$ cat src/cdq_pkg.sv
`default_nettype none

package cdq_pkg;

    localparam int OP_W        = 3;
    localparam int CAP_W       = 5;
    localparam int COUNT_W     = 5;
    localparam int CAP_RESET   = 16;
    localparam int MAX_DEPTH_D = 16;
    localparam int DATA_W_D    = 32;

    typedef enum logic [OP_W-1:0] {
        OP_PUSH_FRONT = 3'd0,
        OP_PUSH_REAR  = 3'd1,
        OP_POP_FRONT  = 3'd2,
        OP_POP_REAR   = 3'd3,
        OP_QUERY      = 3'd4
    } cdq_op_t;

    // Controller to datapath
    typedef struct packed {
        logic capture;
        logic exec;
        logic read;
        logic load;
    } cdq_cmd_t;

    // Datapath to controller
    typedef struct packed {
        logic out_free;
    } cdq_stat_t;

endpackage

`default_nettype wire

$ cat src/cdq_ctrl.sv
`default_nettype none

module cdq_ctrl
    import cdq_pkg::*;
(
    input  wire logic      clk,
    input  wire logic      rst_n,
    input  wire logic      in_valid,
    output logic           in_ready,
    input  wire cdq_stat_t stat,
    output cdq_cmd_t       cmd
);

    typedef enum logic [1:0] {
        S_IDLE,
        S_EXEC,
        S_READ,
        S_LOAD
    } state_t;

    state_t state_reg;
    logic   ready_reg;

    always_ff @(posedge clk or negedge rst_n)
    begin
        if (!rst_n)
        begin
            state_reg <= S_IDLE;
            ready_reg <= 1'b1;
        end
        else
        begin
            unique case (state_reg)
                S_IDLE:
                begin
                    if (in_valid)
                    begin
                        state_reg <= S_EXEC;
                        ready_reg <= 1'b0;
                    end
                end
                S_EXEC:
                begin
                    state_reg <= S_READ;
                end
                S_READ:
                begin
                    state_reg <= S_LOAD;
                end
                S_LOAD:
                begin
                    // hold until the output register can take the result
                    if (stat.out_free)
                    begin
                        state_reg <= S_IDLE;
                        ready_reg <= 1'b1;
                    end
                end
                default:
                begin
                    state_reg <= S_IDLE;
                    ready_reg <= 1'b1;
                end
            endcase
        end
    end

    assign in_ready    = ready_reg;
    assign cmd.capture = ready_reg & in_valid;
    assign cmd.exec    = (state_reg == S_EXEC);
    assign cmd.read    = (state_reg == S_READ);
    assign cmd.load    = (state_reg == S_LOAD) & stat.out_free;

endmodule

`default_nettype wire

$ cat src/cdq_datapath.sv
`default_nettype none

module cdq_datapath
    import cdq_pkg::*;
#(
    parameter int MAX_DEPTH  = MAX_DEPTH_D,
    parameter int DATA_WIDTH = DATA_W_D
)
(
    input  wire logic                  clk,
    input  wire logic                  rst_n,
    input  wire cdq_cmd_t              cmd,
    output cdq_stat_t                  stat,
    input  wire logic [OP_W-1:0]       in_op,
    input  wire logic [DATA_WIDTH-1:0] in_value,
    input  wire logic                  cfg_wen,
    input  wire logic [CAP_W-1:0]      cfg_wdata,
    output logic                       out_valid,
    input  wire logic                  out_ready,
    output logic                       out_accepted,
    output logic [DATA_WIDTH-1:0]      out_front,
    output logic [DATA_WIDTH-1:0]      out_rear,
    output logic                       out_empty,
    output logic                       out_full,
    output logic [COUNT_W-1:0]         out_count
);

    localparam int CNT_W   = $clog2(MAX_DEPTH + 1);
    localparam int IDX_W   = (MAX_DEPTH > 1) ? $clog2(MAX_DEPTH) : 1;
    localparam int EXT_W   = (CNT_W > CAP_W) ? CNT_W : CAP_W;
    localparam int CAP_RST = (CAP_RESET > MAX_DEPTH) ? MAX_DEPTH : CAP_RESET;

    logic [DATA_WIDTH-1:0] mem_q [MAX_DEPTH];

    logic [OP_W-1:0]       op_reg;
    logic [DATA_WIDTH-1:0] value_reg;
    logic [CNT_W-1:0]      cap_reg;
    logic [IDX_W-1:0]      front_reg, front_next;
    logic [IDX_W-1:0]      rear_reg, rear_next;
    logic [CNT_W-1:0]      occ_reg, occ_next;
    logic                  acc_reg, acc_next;
    logic                  wr_en;
    logic [IDX_W-1:0]      wr_addr;
    logic [DATA_WIDTH-1:0] rd_front_reg, rd_rear_reg;

    logic                  out_valid_reg;
    logic                  out_acc_reg;
    logic [DATA_WIDTH-1:0] out_front_reg, out_rear_reg;
    logic                  out_empty_reg, out_full_reg;
    logic [COUNT_W-1:0]    out_count_reg;

    logic [EXT_W-1:0]      cap_in;
    logic [CNT_W-1:0]      cap_eff;
    logic                  is_full, is_empty;
    logic [IDX_W-1:0]      cap_last;
    logic [IDX_W-1:0]      front_dec, rear_inc, front_inc, rear_dec;
    logic                  occ_zero_now;

    // Clamp the written capacity into one to MAX_DEPTH
    always_comb
    begin
        cap_in = EXT_W'(cfg_wdata);
        priority if (cap_in == '0)
            cap_eff = CNT_W'(1);
        else if (cap_in > EXT_W'(MAX_DEPTH))
            cap_eff = CNT_W'(MAX_DEPTH);
        else
            cap_eff = CNT_W'(cap_in);
    end

    assign is_full  = (occ_reg == cap_reg);
    assign is_empty = (occ_reg == '0);
    assign cap_last = IDX_W'(cap_reg - CNT_W'(1));

    assign front_dec = (front_reg == '0) ? cap_last : IDX_W'(front_reg - IDX_W'(1));
    assign rear_dec  = (rear_reg == '0) ? cap_last : IDX_W'(rear_reg - IDX_W'(1));
    assign front_inc = ((CNT_W'(front_reg) + CNT_W'(1)) >= cap_reg) ? '0
                     : IDX_W'(CNT_W'(front_reg) + CNT_W'(1));
    assign rear_inc  = ((CNT_W'(rear_reg) + CNT_W'(1)) >= cap_reg) ? '0
                     : IDX_W'(CNT_W'(rear_reg) + CNT_W'(1));

    always_comb
    begin
        front_next = front_reg;
        rear_next  = rear_reg;
        occ_next   = occ_reg;
        acc_next   = 1'b1;
        wr_en      = 1'b0;
        wr_addr    = '0;
        unique case (op_reg)
            OP_PUSH_FRONT, OP_PUSH_REAR:
            begin
                if (is_full)
                begin
                    acc_next = 1'b0;
                end
                else
                begin
                    wr_en    = 1'b1;
                    occ_next = occ_reg + CNT_W'(1);
                    if (is_empty)
                    begin
                        front_next = '0;
                        rear_next  = '0;
                        wr_addr    = '0;
                    end
                    else if (op_reg == OP_PUSH_FRONT)
                    begin
                        front_next = front_dec;
                        wr_addr    = front_dec;
                    end
                    else
                    begin
                        rear_next = rear_inc;
                        wr_addr   = rear_inc;
                    end
                end
            end
            OP_POP_FRONT, OP_POP_REAR:
            begin
                if (is_empty)
                begin
                    acc_next = 1'b0;
                end
                else
                begin
                    occ_next = occ_reg - CNT_W'(1);
                    if (occ_reg == CNT_W'(1))
                    begin
                        front_next = '0;
                        rear_next  = '0;
                    end
                    else if (op_reg == OP_POP_FRONT)
                    begin
                        front_next = front_inc;
                    end
                    else
                    begin
                        rear_next = rear_dec;
                    end
                end
            end
            default:
            begin
                // query and unused codes change nothing
            end
        endcase
    end

    always_ff @(posedge clk)
    begin
        if (cmd.exec && wr_en)
            mem_q[wr_addr] <= value_reg;
        if (cmd.read)
        begin
            rd_front_reg <= mem_q[front_reg];
            rd_rear_reg  <= mem_q[rear_reg];
        end
    end

    always_ff @(posedge clk)
    begin
        if (cmd.capture)
        begin
            op_reg    <= in_op;
            value_reg <= in_value;
        end
        if (cmd.exec)
            acc_reg <= acc_next;
        if (cmd.load)
        begin
            out_acc_reg   <= acc_reg;
            out_front_reg <= is_empty ? '1 : rd_front_reg;
            out_rear_reg  <= is_empty ? '1 : rd_rear_reg;
            out_empty_reg <= is_empty;
            out_full_reg  <= is_full;
            out_count_reg <= COUNT_W'(occ_reg);
        end
    end

    always_ff @(posedge clk or negedge rst_n)
    begin
        if (!rst_n)
        begin
            cap_reg   <= CNT_W'(CAP_RST);
            front_reg <= '0;
            rear_reg  <= '0;
            occ_reg   <= '0;
        end
        else if (cfg_wen)
        begin
            // a capacity write empties the deque
            cap_reg   <= cap_eff;
            front_reg <= '0;
            rear_reg  <= '0;
            occ_reg   <= '0;
        end
        else if (cmd.exec)
        begin
            front_reg <= front_next;
            rear_reg  <= rear_next;
            occ_reg   <= occ_next;
        end
    end

    always_ff @(posedge clk or negedge rst_n)
    begin
        if (!rst_n)
            out_valid_reg <= 1'b0;
        else if (cmd.load)
            out_valid_reg <= 1'b1;
        else if (out_ready)
            out_valid_reg <= 1'b0;
    end

    assign stat.out_free = !out_valid_reg || out_ready;

    assign out_valid    = out_valid_reg;
    assign out_accepted = out_acc_reg;
    assign out_front    = out_front_reg;
    assign out_rear     = out_rear_reg;
    assign out_empty    = out_empty_reg;
    assign out_full     = out_full_reg;
    assign out_count    = out_count_reg;

    assign occ_zero_now = (occ_reg == '0);

    a_occ_le_cap: assert property (@(posedge clk) disable iff (!rst_n)
        occ_reg <= cap_reg)
        else $error("occupancy above capacity");

    a_front_in_range: assert property (@(posedge clk) disable iff (!rst_n)
        CNT_W'(front_reg) < cap_reg)
        else $error("front index outside capacity");

    a_rear_in_range: assert property (@(posedge clk) disable iff (!rst_n)
        CNT_W'(rear_reg) < cap_reg)
        else $error("rear index outside capacity");

    a_empty_idx_zero: assert property (@(posedge clk) disable iff (!rst_n)
        occ_zero_now |-> (front_reg == '0 && rear_reg == '0))
        else $error("empty deque with nonzero indices");

    a_load_only_free: assert property (@(posedge clk) disable iff (!rst_n)
        (out_valid_reg && !out_ready) |=> (out_valid_reg && $stable(out_front_reg)))
        else $error("pending result overwritten");

endmodule

`default_nettype wire

$ cat src/circular_deque_unit.sv
`default_nettype none

// Double-ended queue held in a ring memory of up to MAX_DEPTH words.
// Input stream s_axis carries one request: an operation code (push front,
// push rear, pop front, pop rear, query) and a data word used by pushes.
// Output stream m_axis returns one result per request: accepted flag, front
// and rear words after the operation (all ones when empty), empty and full
// flags and the entry count. A push when full or a pop when empty is refused
// and leaves the state untouched.
// Each request passes through pointer update and memory write, memory read and
// output load before its result is valid. No new request is taken until the
// current one has been loaded into the output register.
// A result waits in the output register while m_axis_tready is low;
// one further request is taken and processed meanwhile and holds in the load
// step until the register frees.
// Reset empties the deque and sets capacity to 16 (or MAX_DEPTH if smaller).
// cfg_wen writes the capacity (0 reads as 1, values above MAX_DEPTH saturate)
// and empties the deque; write it only while no request is in flight.
module circular_deque_unit
    import cdq_pkg::*;
#(
    parameter int MAX_DEPTH  = MAX_DEPTH_D,
    parameter int DATA_WIDTH = DATA_W_D,
    localparam int S_W = ((OP_W + DATA_WIDTH + 7) / 8) * 8,
    localparam int M_W = ((3 + 2 * DATA_WIDTH + COUNT_W + 7) / 8) * 8
)
(
    input  wire logic             clk,
    input  wire logic             rst_n,
    input  wire logic             s_axis_tvalid,
    output logic                  s_axis_tready,
    // operation, value
    input  wire logic [S_W-1:0]   s_axis_tdata,
    output logic                  m_axis_tvalid,
    input  wire logic             m_axis_tready,
    // accepted, front_value, rear_value, is_empty, is_full, entry_count
    output logic [M_W-1:0]        m_axis_tdata,
    input  wire logic             cfg_wen,
    input  wire logic [CAP_W-1:0] cfg_wdata
);

    cdq_cmd_t              cmd;
    cdq_stat_t             stat;
    logic                  accepted;
    logic [DATA_WIDTH-1:0] front_value;
    logic [DATA_WIDTH-1:0] rear_value;
    logic                  is_empty;
    logic                  is_full;
    logic [COUNT_W-1:0]    entry_count;

    cdq_ctrl u_ctrl (
        .clk      (clk),
        .rst_n    (rst_n),
        .in_valid (s_axis_tvalid),
        .in_ready (s_axis_tready),
        .stat     (stat),
        .cmd      (cmd)
    );

    cdq_datapath #(
        .MAX_DEPTH  (MAX_DEPTH),
        .DATA_WIDTH (DATA_WIDTH)
    ) u_datapath (
        .clk          (clk),
        .rst_n        (rst_n),
        .cmd          (cmd),
        .stat         (stat),
        .in_op        (s_axis_tdata[OP_W-1:0]),
        .in_value     (s_axis_tdata[OP_W +: DATA_WIDTH]),
        .cfg_wen      (cfg_wen),
        .cfg_wdata    (cfg_wdata),
        .out_valid    (m_axis_tvalid),
        .out_ready    (m_axis_tready),
        .out_accepted (accepted),
        .out_front    (front_value),
        .out_rear     (rear_value),
        .out_empty    (is_empty),
        .out_full     (is_full),
        .out_count    (entry_count)
    );

    assign m_axis_tdata = M_W'({entry_count, is_full, is_empty, rear_value,
                                front_value, accepted});

endmodule

`default_nettype wire

$ cat config.mk
export PLATFORM = sky130hd
export DESIGN_NAME = circular_deque_unit
export DESIGN_NICKNAME = d
export VERILOG_FILES = /design/src/cdq_pkg.sv /design/src/cdq_ctrl.sv /design/src/cdq_datapath.sv /design/src/circular_deque_unit.sv
export SDC_FILE = /design/constraint.sdc
export NUM_CORES = 1
export LEC_CHECK = 0
export ABC_AREA = 1
export BUFFER_PORTS_ARGS = -buffer_cell sky130_fd_sc_hd__buf_2
export CAP_MARGIN = 20
export CORE_ASPECT_RATIO = 0.9
export CORE_MARGIN = 10
export CORE_UTILIZATION = 40
export CTS_BUF_LIST = sky130_fd_sc_hd__clkbuf_4 sky130_fd_sc_hd__clkbuf_8 sky130_fd_sc_hd__clkbuf_16
export CTS_CLUSTER_SIZE = 10
export DETAILED_ROUTE_END_ITERATION = 10
export HOLD_SLACK_MARGIN = 0.06
export PLACE_DENSITY = 0.67
export SYNTH_ARGS = -nofsm -noshare
export SYNTH_HDL_FRONTEND = slang
export SYNTH_SLANG_ARGS = --single-unit
export TNS_END_PERCENT = 30
$ cat constraint.sdc
create_clock -name clk -period 6.1 [get_ports clk]
set_input_delay 0.61 -clock clk [delete_from_list [all_inputs] [get_ports clk]]
set_output_delay 0.61 -clock clk [all_outputs]
set_load 0.1 [all_outputs]
==> results of run 1 <==
synthesized netlist by cell type, types with 2 or more instances:
library cell,count
edfxtp_1,684
o21ai_0,500
nand2_1,312
a21oi_1,250
nor2_1,236
inv_1,212
nand3_1,210
o21ai_1,127
o211ai_1,114
clkbuf_1,112
or2_2,63
buf_2,61
buf_6,22
ha_1,22
dfrtp_1,20
a21oi_2,16
buf_1,16
o211ai_2,13
nand4_1,11
buf_4,9
inv_2,9
xor2_1,7
nor2_2,4
o22ai_1,4
xnor2_1,4
buf_8,3
nor2_4,3
and3_1,2
clkinv_1,2
dfstp_2,2
nand2_2,2
nand3_2,2
nand3_4,2
nand3b_1,2
or2_1,2
per-layer routing:
layer	vias up	routed length (microns)	GRT usage
met1	11400	38600	0.259
met3	226	8140	0.0358
met4	8	3210	0.0751
met5	-	58	0
met2	1154	41300	0.294
li1	11000	-	-
cell families (layout without fill, tap and decap cells):
family | Yosys count | after routing | synth area share
AOI/OAI and AO/OA | 1026 | 1026 | 0.170
other | 0 | 1 | 0
buffers and inverters | 447 | 506 | 0.0606
xor gates and xnor gates | 12 | 12 | 0.00377
DFF | 706 | 706 | 0.643
adders and majority gates | 22 | 22 | 0.00839
and+or+nand+nor | 852 | 852 | 0.114
final timing paths:
path	to	cells past startpoint	slack [ns]	start
setup / recovery	u_datapath.mem_q[5][10]$_DFFE_PP_	16	1.72	u_datapath.rear_reg[0]$_DFFE_PN0P_
hold / removal	u_datapath.value_reg[4]$_DFFE_PP_	1	0.15	s_axis_tdata[7]
setup reg to reg	u_datapath.mem_q[5][10]$_DFFE_PP_	16	1.72	u_datapath.rear_reg[0]$_DFFE_PN0P_
hold reg to reg	u_datapath.out_accepted$_DFFE_PP_	0	0.44	u_datapath.acc_reg$_DFFE_PP_
max in group asynchronous	u_datapath.front_reg[1]$_DFFE_PN0P_	2	5.18	rst_n
min in group asynchronous	u_datapath.out_valid$_DFFE_PN0P_	2	0.50	rst_n
metrics by stage:
stage	std cells	instance area, sq um
after floorplan	3065	32800
after global placement	4064	34100
after detailed placement	4064	34100
after CTS	4182	36600
after global routing	4184	36600
final	4185	36600
power groups by stage:
stage	logic (W)	registers [W]	clock network (W)
after floorplan	0.00384	0.00782	0
after global placement	0.00643	0.00691	0
after detailed placement	0.00651	0.00693	0
after CTS	0.00653	0.00684	0.00460
after global routing	0.00716	0.00690	0.00482
final	0.00659	0.00683	0.00454
worst register-to-register path, stage by stage (launching register included):
cell	delay, ns
dfrtp_4	0.86
ha_1	0.29
nor2_1	0.05
nor2_1	0.19
ha_1	0.30
nand2_1	0.08
nand2_1	0.05
nand2_1	0.09
nand2_1	0.07
nor2_2	0.25
nand3_1	0.11
nand2_1	0.17
nand2_1	0.11
clkinv_1	0.08
nand2_1	0.22
nor2_4	0.81
buf_4	0.37
final cells by class:
class | count | area [sq um] | share of cell area
well taps | 1060 | 1330 | 0.0362
repair buffers | 165 | 1020 | 0.0277
clock inverters | 12 | 119 | 0.00325
multi-input cells | 1912 | 9910 | 0.270
flip-flops and latches | 706 | 21100 | 0.576
clock buffers | 105 | 2300 | 0.0628
diodes | 1 | 2.50 | 0.0000683
inverters | 224 | 846 | 0.0231
==> flow_summary.toml, run 1 <==
[setup_path]
crit_path_max_incr_delay_ns = 0.86
required_ns = 6.43
crit_family = "simple AND/OR/NAND/NOR gates"
cpMostUsedCell = "nand2_1"
crit_chain = "ha_1 -> nor2_1 -> nor2_1 -> ha_1 -> nand2_1 -> nand2_1 -> nand2_1 -> nand2_1 -> nor2_2 -> nand3_1 -> nand2_1 -> nand2_1 -> clkinv_1 -> nand2_1 -> nor2_4 -> buf_4"
crit_path_end_kind = "flop"
path_buf_inv = 2
slowest_stage = "dfrtp_4"
critPathKind = "flop to flop"
path_max_fanout = 59
start_kind = "flop"
critPathArrivalTime_ns = 4.70

[routing]
num_vias = 23800
route.detailed.drc = 0
ant_nets = 0
wl_per_cell_microns = 21.8
totalWireLength_mm = 91.4
dr.pass1.iters = 6
first_iter_violations = 3236
viasPerCell = 5.68

[cts]
clk_latency_ns = 0.64
hold_buffers = 1
post_cts_buffers = 0
cts.sinks = 706
cts_tree = "yes"
root_buffer = "clkbuf_16"
ctsResizeCount = 0
clock_path_buffers = 3
clk_pin_slew_ns = 0.05
cts_buffers = 83
h-tree-depth = 3

[final_layout]
mostFrequentLayoutCell = "edfxtp_1"
largest_reg_flops = 512
fin_nets = 3164
nFillCells = 7326
layout_common_cells = "edfxtp_1 (684), o21ai_0 (500), nand2_1 (312)"
postLayoutCoreUtil = 0.451
largest-register = "u_datapath.mem_q"
area_delta_synth_final_pct = 11.6
drive_above_1_share = 0.136

[timing]
finalSetupViolCount = 0
hold_viol = 0
tightest_slew_ns = 1.38
timing.final.crit_share = 0.718
rsz0062_at_grt = "no"
clock.fmax_mhz = 228
min_period_ns = 4.38
tns_ns = 0
setup_slack_ns = 1.72
drv_slew = 0
whs_ns = 0.147
slew_headroom = 0.0824
fin_skew_ns = 0.0232

[min_path]
hp-class = "primary input to flop"

[synth]
yosysTopAreaCellShare = 0.626
avgSynthCellArea_sq_um = 10.7
syn-num-nets = 3137
postSynth.asyncResetShare = 0.0312
synth_area_sq_um = 32800
ys_ff_latch = 706
synth-edff-count = 684
synthTopCellsByArea = "edfxtp_1 (63%), o21ai_0 (7.6%), a21oi_1 (3.8%), nand2_1 (3.6%), nand3_1 (3.2%)"
yosysTopAreaCell = "edfxtp_1"
synth_ff_type = "edfxtp_1"
syn_inst = 3065
ys_warn_count = 0
yosysSeqAreaShare = 0.643
synth_cell_type_count = 40

[floorplan]
fp.dieW_microns = 322
placeableCoreArea_sq_um = 81300
core.rowCount = 99
dieArea_sq_um = 93900
fp.dieH_microns = 292
ioPinCount = 124
initial_core_util = 0.404

[global_route]
grt_usage = 0.189
grt_overflow_total = 0
grt_pass1_wl_mm = 137
grt_max_degree = 222
grt_pass1_vias = 22200
grt_antenna_before_repair = 9

[place]
place_hpwl_mm = 51.4
port_buffers = 118
gp_congestion = 0.872
post-place-ws_ns = 1.76

[power]
internal_power_w = 0.0107
p_per_area_nw_per_um2 = 490
power_frac_comb = 0.367
clock_power_share = 0.253
power_w = 0.0180
peakVddDrop_uv = 257
cellLeakagePower_nw = 12.6
switching_share = 0.407
p_switching_w = 0.00731
p_seq_frac = 0.381

[run]
maxCapViolations = 0

[status]
outcome = "completed"
No activity file was read; power rests on OpenSTA's default activity.
==> run 2, diff against run 1 <==
--- a/config.mk
+++ b/config.mk
@@ -5,7 +5,7 @@
 export SDC_FILE = /design/constraint.sdc
 export NUM_CORES = 1
 export LEC_CHECK = 0
-export ABC_AREA = 1
+export ABC_AREA = 0
 export BUFFER_PORTS_ARGS = -buffer_cell sky130_fd_sc_hd__buf_2
 export CAP_MARGIN = 20
 export CORE_ASPECT_RATIO = 0.9
==> constraint.sdc (replaced) <==
create_clock -name clk -period 4.5 [get_ports clk]
set_input_delay 0.45 -clock clk [delete_from_list [all_inputs] [get_ports clk]]
set_output_delay 0.45 -clock clk [all_outputs]
set_load 0.1 [all_outputs]
==> run 2 against run 1 <==
Register-to-register slack worse by 1.2 ns. Clock power up 32%. Count of clock-buffer cells in the layout down 4. Worst setup slack worse by 1.2 ns. Power up 7.1%. Highest routed layer is now met4.
==> flow_summary.toml, run 2 <==
[timing]
rsz0062_at_grt = "no"
timing.final.crit_share = 0.878
min_period_ns = 3.95
whs_ns = 0.0732
tightest_slew_ns = 1.11
tns_ns = 0
hold_viol = 0
slew_headroom = 0.261
clock.fmax_mhz = 253
fin_skew_ns = 0.0208
finalSetupViolCount = 0
drv_slew = 0

[final_layout]
drive_above_1_share = 0.429
mostFrequentLayoutCell = "edfxtp_1"
fin_nets = 1687
largest_reg_flops = 512
largest-register = "u_datapath.mem_q"
layout_common_cells = "edfxtp_1 (684), mux4_2 (320), buf_2 (118)"
area_delta_synth_final_pct = 15.4
num_antenna_cells = 0

[cts]
clk_latency_ns = 0.63
h-tree-depth = 3
clock_path_buffers = 3
cts_tree = "yes"
root_buffer = "clkbuf_16"
clk_pin_slew_ns = 0.05
cts.sinks = 706
cts_buffers = 82

[floorplan]
placeableCoreArea_sq_um = 76300
initial_core_util = 0.404
ioPinCount = 124
core.rowCount = 96
fp.dieH_microns = 283
dieArea_sq_um = 88500
fp.dieW_microns = 312

[synth]
synthTopCellsByArea = "edfxtp_1 (67%), mux4_2 (23%), dfrtp_1 (1.6%), or2_2 (1.3%), ha_1 (0.89%)"
synth-edff-count = 684
synth.most_common_cell = "edfxtp_1"
yosysSeqAreaShare = 0.685
ys_ff_latch = 706
yosys-top-cells-count = "edfxtp_1 (684), mux4_2 (320), or2_2 (65), clkbuf_1 (34), nor2_1 (34)"
avgSynthCellArea_sq_um = 21.7
yosysTopAreaCellShare = 0.667
yosysTopAreaCell = "edfxtp_1"
postSynth.asyncResetShare = 0.0312
syn-num-nets = 1493
synth_cell_type_count = 59
synth_area_sq_um = 30800
synth_ff_type = "edfxtp_1"
syn_inst = 1421
ys_warn_count = 0

[setup_path]
slowest_stage = "o211ai_1"
critPathKind = "flop to flop"
required_ns = 4.85
r2r_cells = 10
endpoint = "u_datapath.mem_q[6][25]$_DFFE_PP_"
r2r_start = "u_datapath.rear_reg[2]$_DFFE_PN0P_"
start_kind = "flop"
crit_start = "u_datapath.rear_reg[2]$_DFFE_PN0P_"
crit_chain = "nand3_1 -> xor2_1 -> inv_1 -> ha_1 -> a21oi_1 -> nor3b_1 -> nand2_1 -> o211ai_1 -> nor2_4 -> buf_12"
crit_path_end_kind = "flop"
r2r-end = "u_datapath.mem_q[6][25]$_DFFE_PP_"
path_max_fanout = 25
rrSetupSlack_ns = 0.55
crit_path_max_incr_delay_ns = 0.74
critPathArrivalTime_ns = 4.30

[place]
gp_congestion = 0.805
port_buffers = 118
place_hpwl_mm = 42.6

[routing]
viasPerCell = 5.75
route.detailed.drc = 0
ant_nets = 0
first_iter_violations = 1603
wl_per_cell_microns = 27.3
totalWireLength_mm = 73.0
dr.pass1.iters = 5
num_vias = 15400

[min_path]
hp-class = "primary input to flop"

[status]
outcome = "completed"

[power]
p_per_area_nw_per_um2 = 542
switching_share = 0.299
clock_power_share = 0.312
cellLeakagePower_nw = 10.9
power_frac_comb = 0.244
internal_power_w = 0.0135
p_seq_frac = 0.443
p_switching_w = 0.00575
peakVddDrop_uv = 357

[global_route]
grt_pass1_wl_mm = 108
grt_pass1_vias = 16300
grt_usage = 0.162
grt_overflow_total = 0
grt_antenna_before_repair = 0
grt_max_degree = 70

[run]
maxCapViolations = 0
-- run 2: cell types whose count changed after synthesis, moves of 127 or more --
cell / change
a21oi_1: -238
inv_1: -189
mux4_2: +320
nand2_1: -294
nand3_1: -201
nor2_1: -202
o21ai_0: -485
o21ai_1: -127
-- run 2: area by class of cell --
| cell class | count | area (sq um) |
|---|---|---|
| clock inverters | 12 | 166 |
| fillers | 6241 | 40800 |
| repair buffers | 204 | 1440 |
| multi-input cells | 597 | 9220 |
| inverters | 24 | 90.1 |
| well taps | 1029 | 1290 |
| clock buffers | 101 | 2190 |
| flip-flops and latches | 706 | 21100 |
-- run 2: critical path: cells and delay by family, from the launching register on --
kind	cells	cell delay [ns]
compound gates	2	0.92
xor+xnor	1	0.37
simple gates	4	1.09
fa+ha+maj	1	0.20
buf+inv	2	0.42
flops	1	0.65
-- run 2: worst min path at each step --
stage | endpoint | cells past startpoint | start
finish | u_datapath.value_reg[16]$_DFFE_PP_ | 1 | s_axis_tdata[19]
global route | u_datapath.value_reg[16]$_DFFE_PP_ | 1 | s_axis_tdata[19]
CTS | u_datapath.value_reg[16]$_DFFE_PP_ | 1 | s_axis_tdata[19]
detailed placement | u_datapath.out_accepted$_DFFE_PP_ | 0 | u_datapath.acc_reg$_DFFE_PP_
global placement | u_datapath.out_accepted$_DFFE_PP_ | 0 | u_datapath.acc_reg$_DFFE_PP_
floorplan | u_ctrl.state_reg[0]$_DFFE_PN0P_ | 0 | rst_n
-- run 2: repair_timing --
item                      in CTS  in global routing
resized for setup              0                  0
hold endpoints to repair      53                  0
hold buffers                  34                  0
buffers inserted               0                  0
-- run 2: per-stage QoR --
stage               instances  setup slack [ns]  power, W  area [sq um]  utilization
detailed placement       2524             0.623    0.0134         32800        0.430
global route             2673             0.172    0.0200         35500        0.466
finish                   2673             0.551    0.0192         35500        0.466
global placement         2524             0.569    0.0134         32800        0.430
floorplan                1421            0.0620    0.0122         30800            -
CTS                      2671             0.583    0.0195         35500        0.465
-- run 2: cell families after synthesis --
family	share of synthesized area
multiplexers	0.236
AO/OA/AOI/OAI	0.0144
adder cells (fa/ha/maj)	0.00894
XOR/XNOR	0.00455
flip-flops	0.685
buffers and inverters	0.0197
AND/OR/NAND/NOR	0.0316
-- run 2: metal layers --
metal,global-route usage,wire [microns],part of all wire
met5,0,0,0
met4,0.0435,1670,0.023
met3,0.0352,5040,0.069
met2,0.265,36100,0.49
met1,0.218,30200,0.41
-- run 2: power by group through the flow --
stage | combinational (W) | clock (W) | sequential [W]
after global routing | 0.00502 | 0.00641 | 0.00861
after CTS | 0.00477 | 0.00615 | 0.00854
after global placement | 0.00471 | 0 | 0.00865
final | 0.00470 | 0.00601 | 0.00854
after detailed placement | 0.00473 | 0 | 0.00867
after floorplan | 0.00296 | 0 | 0.00927
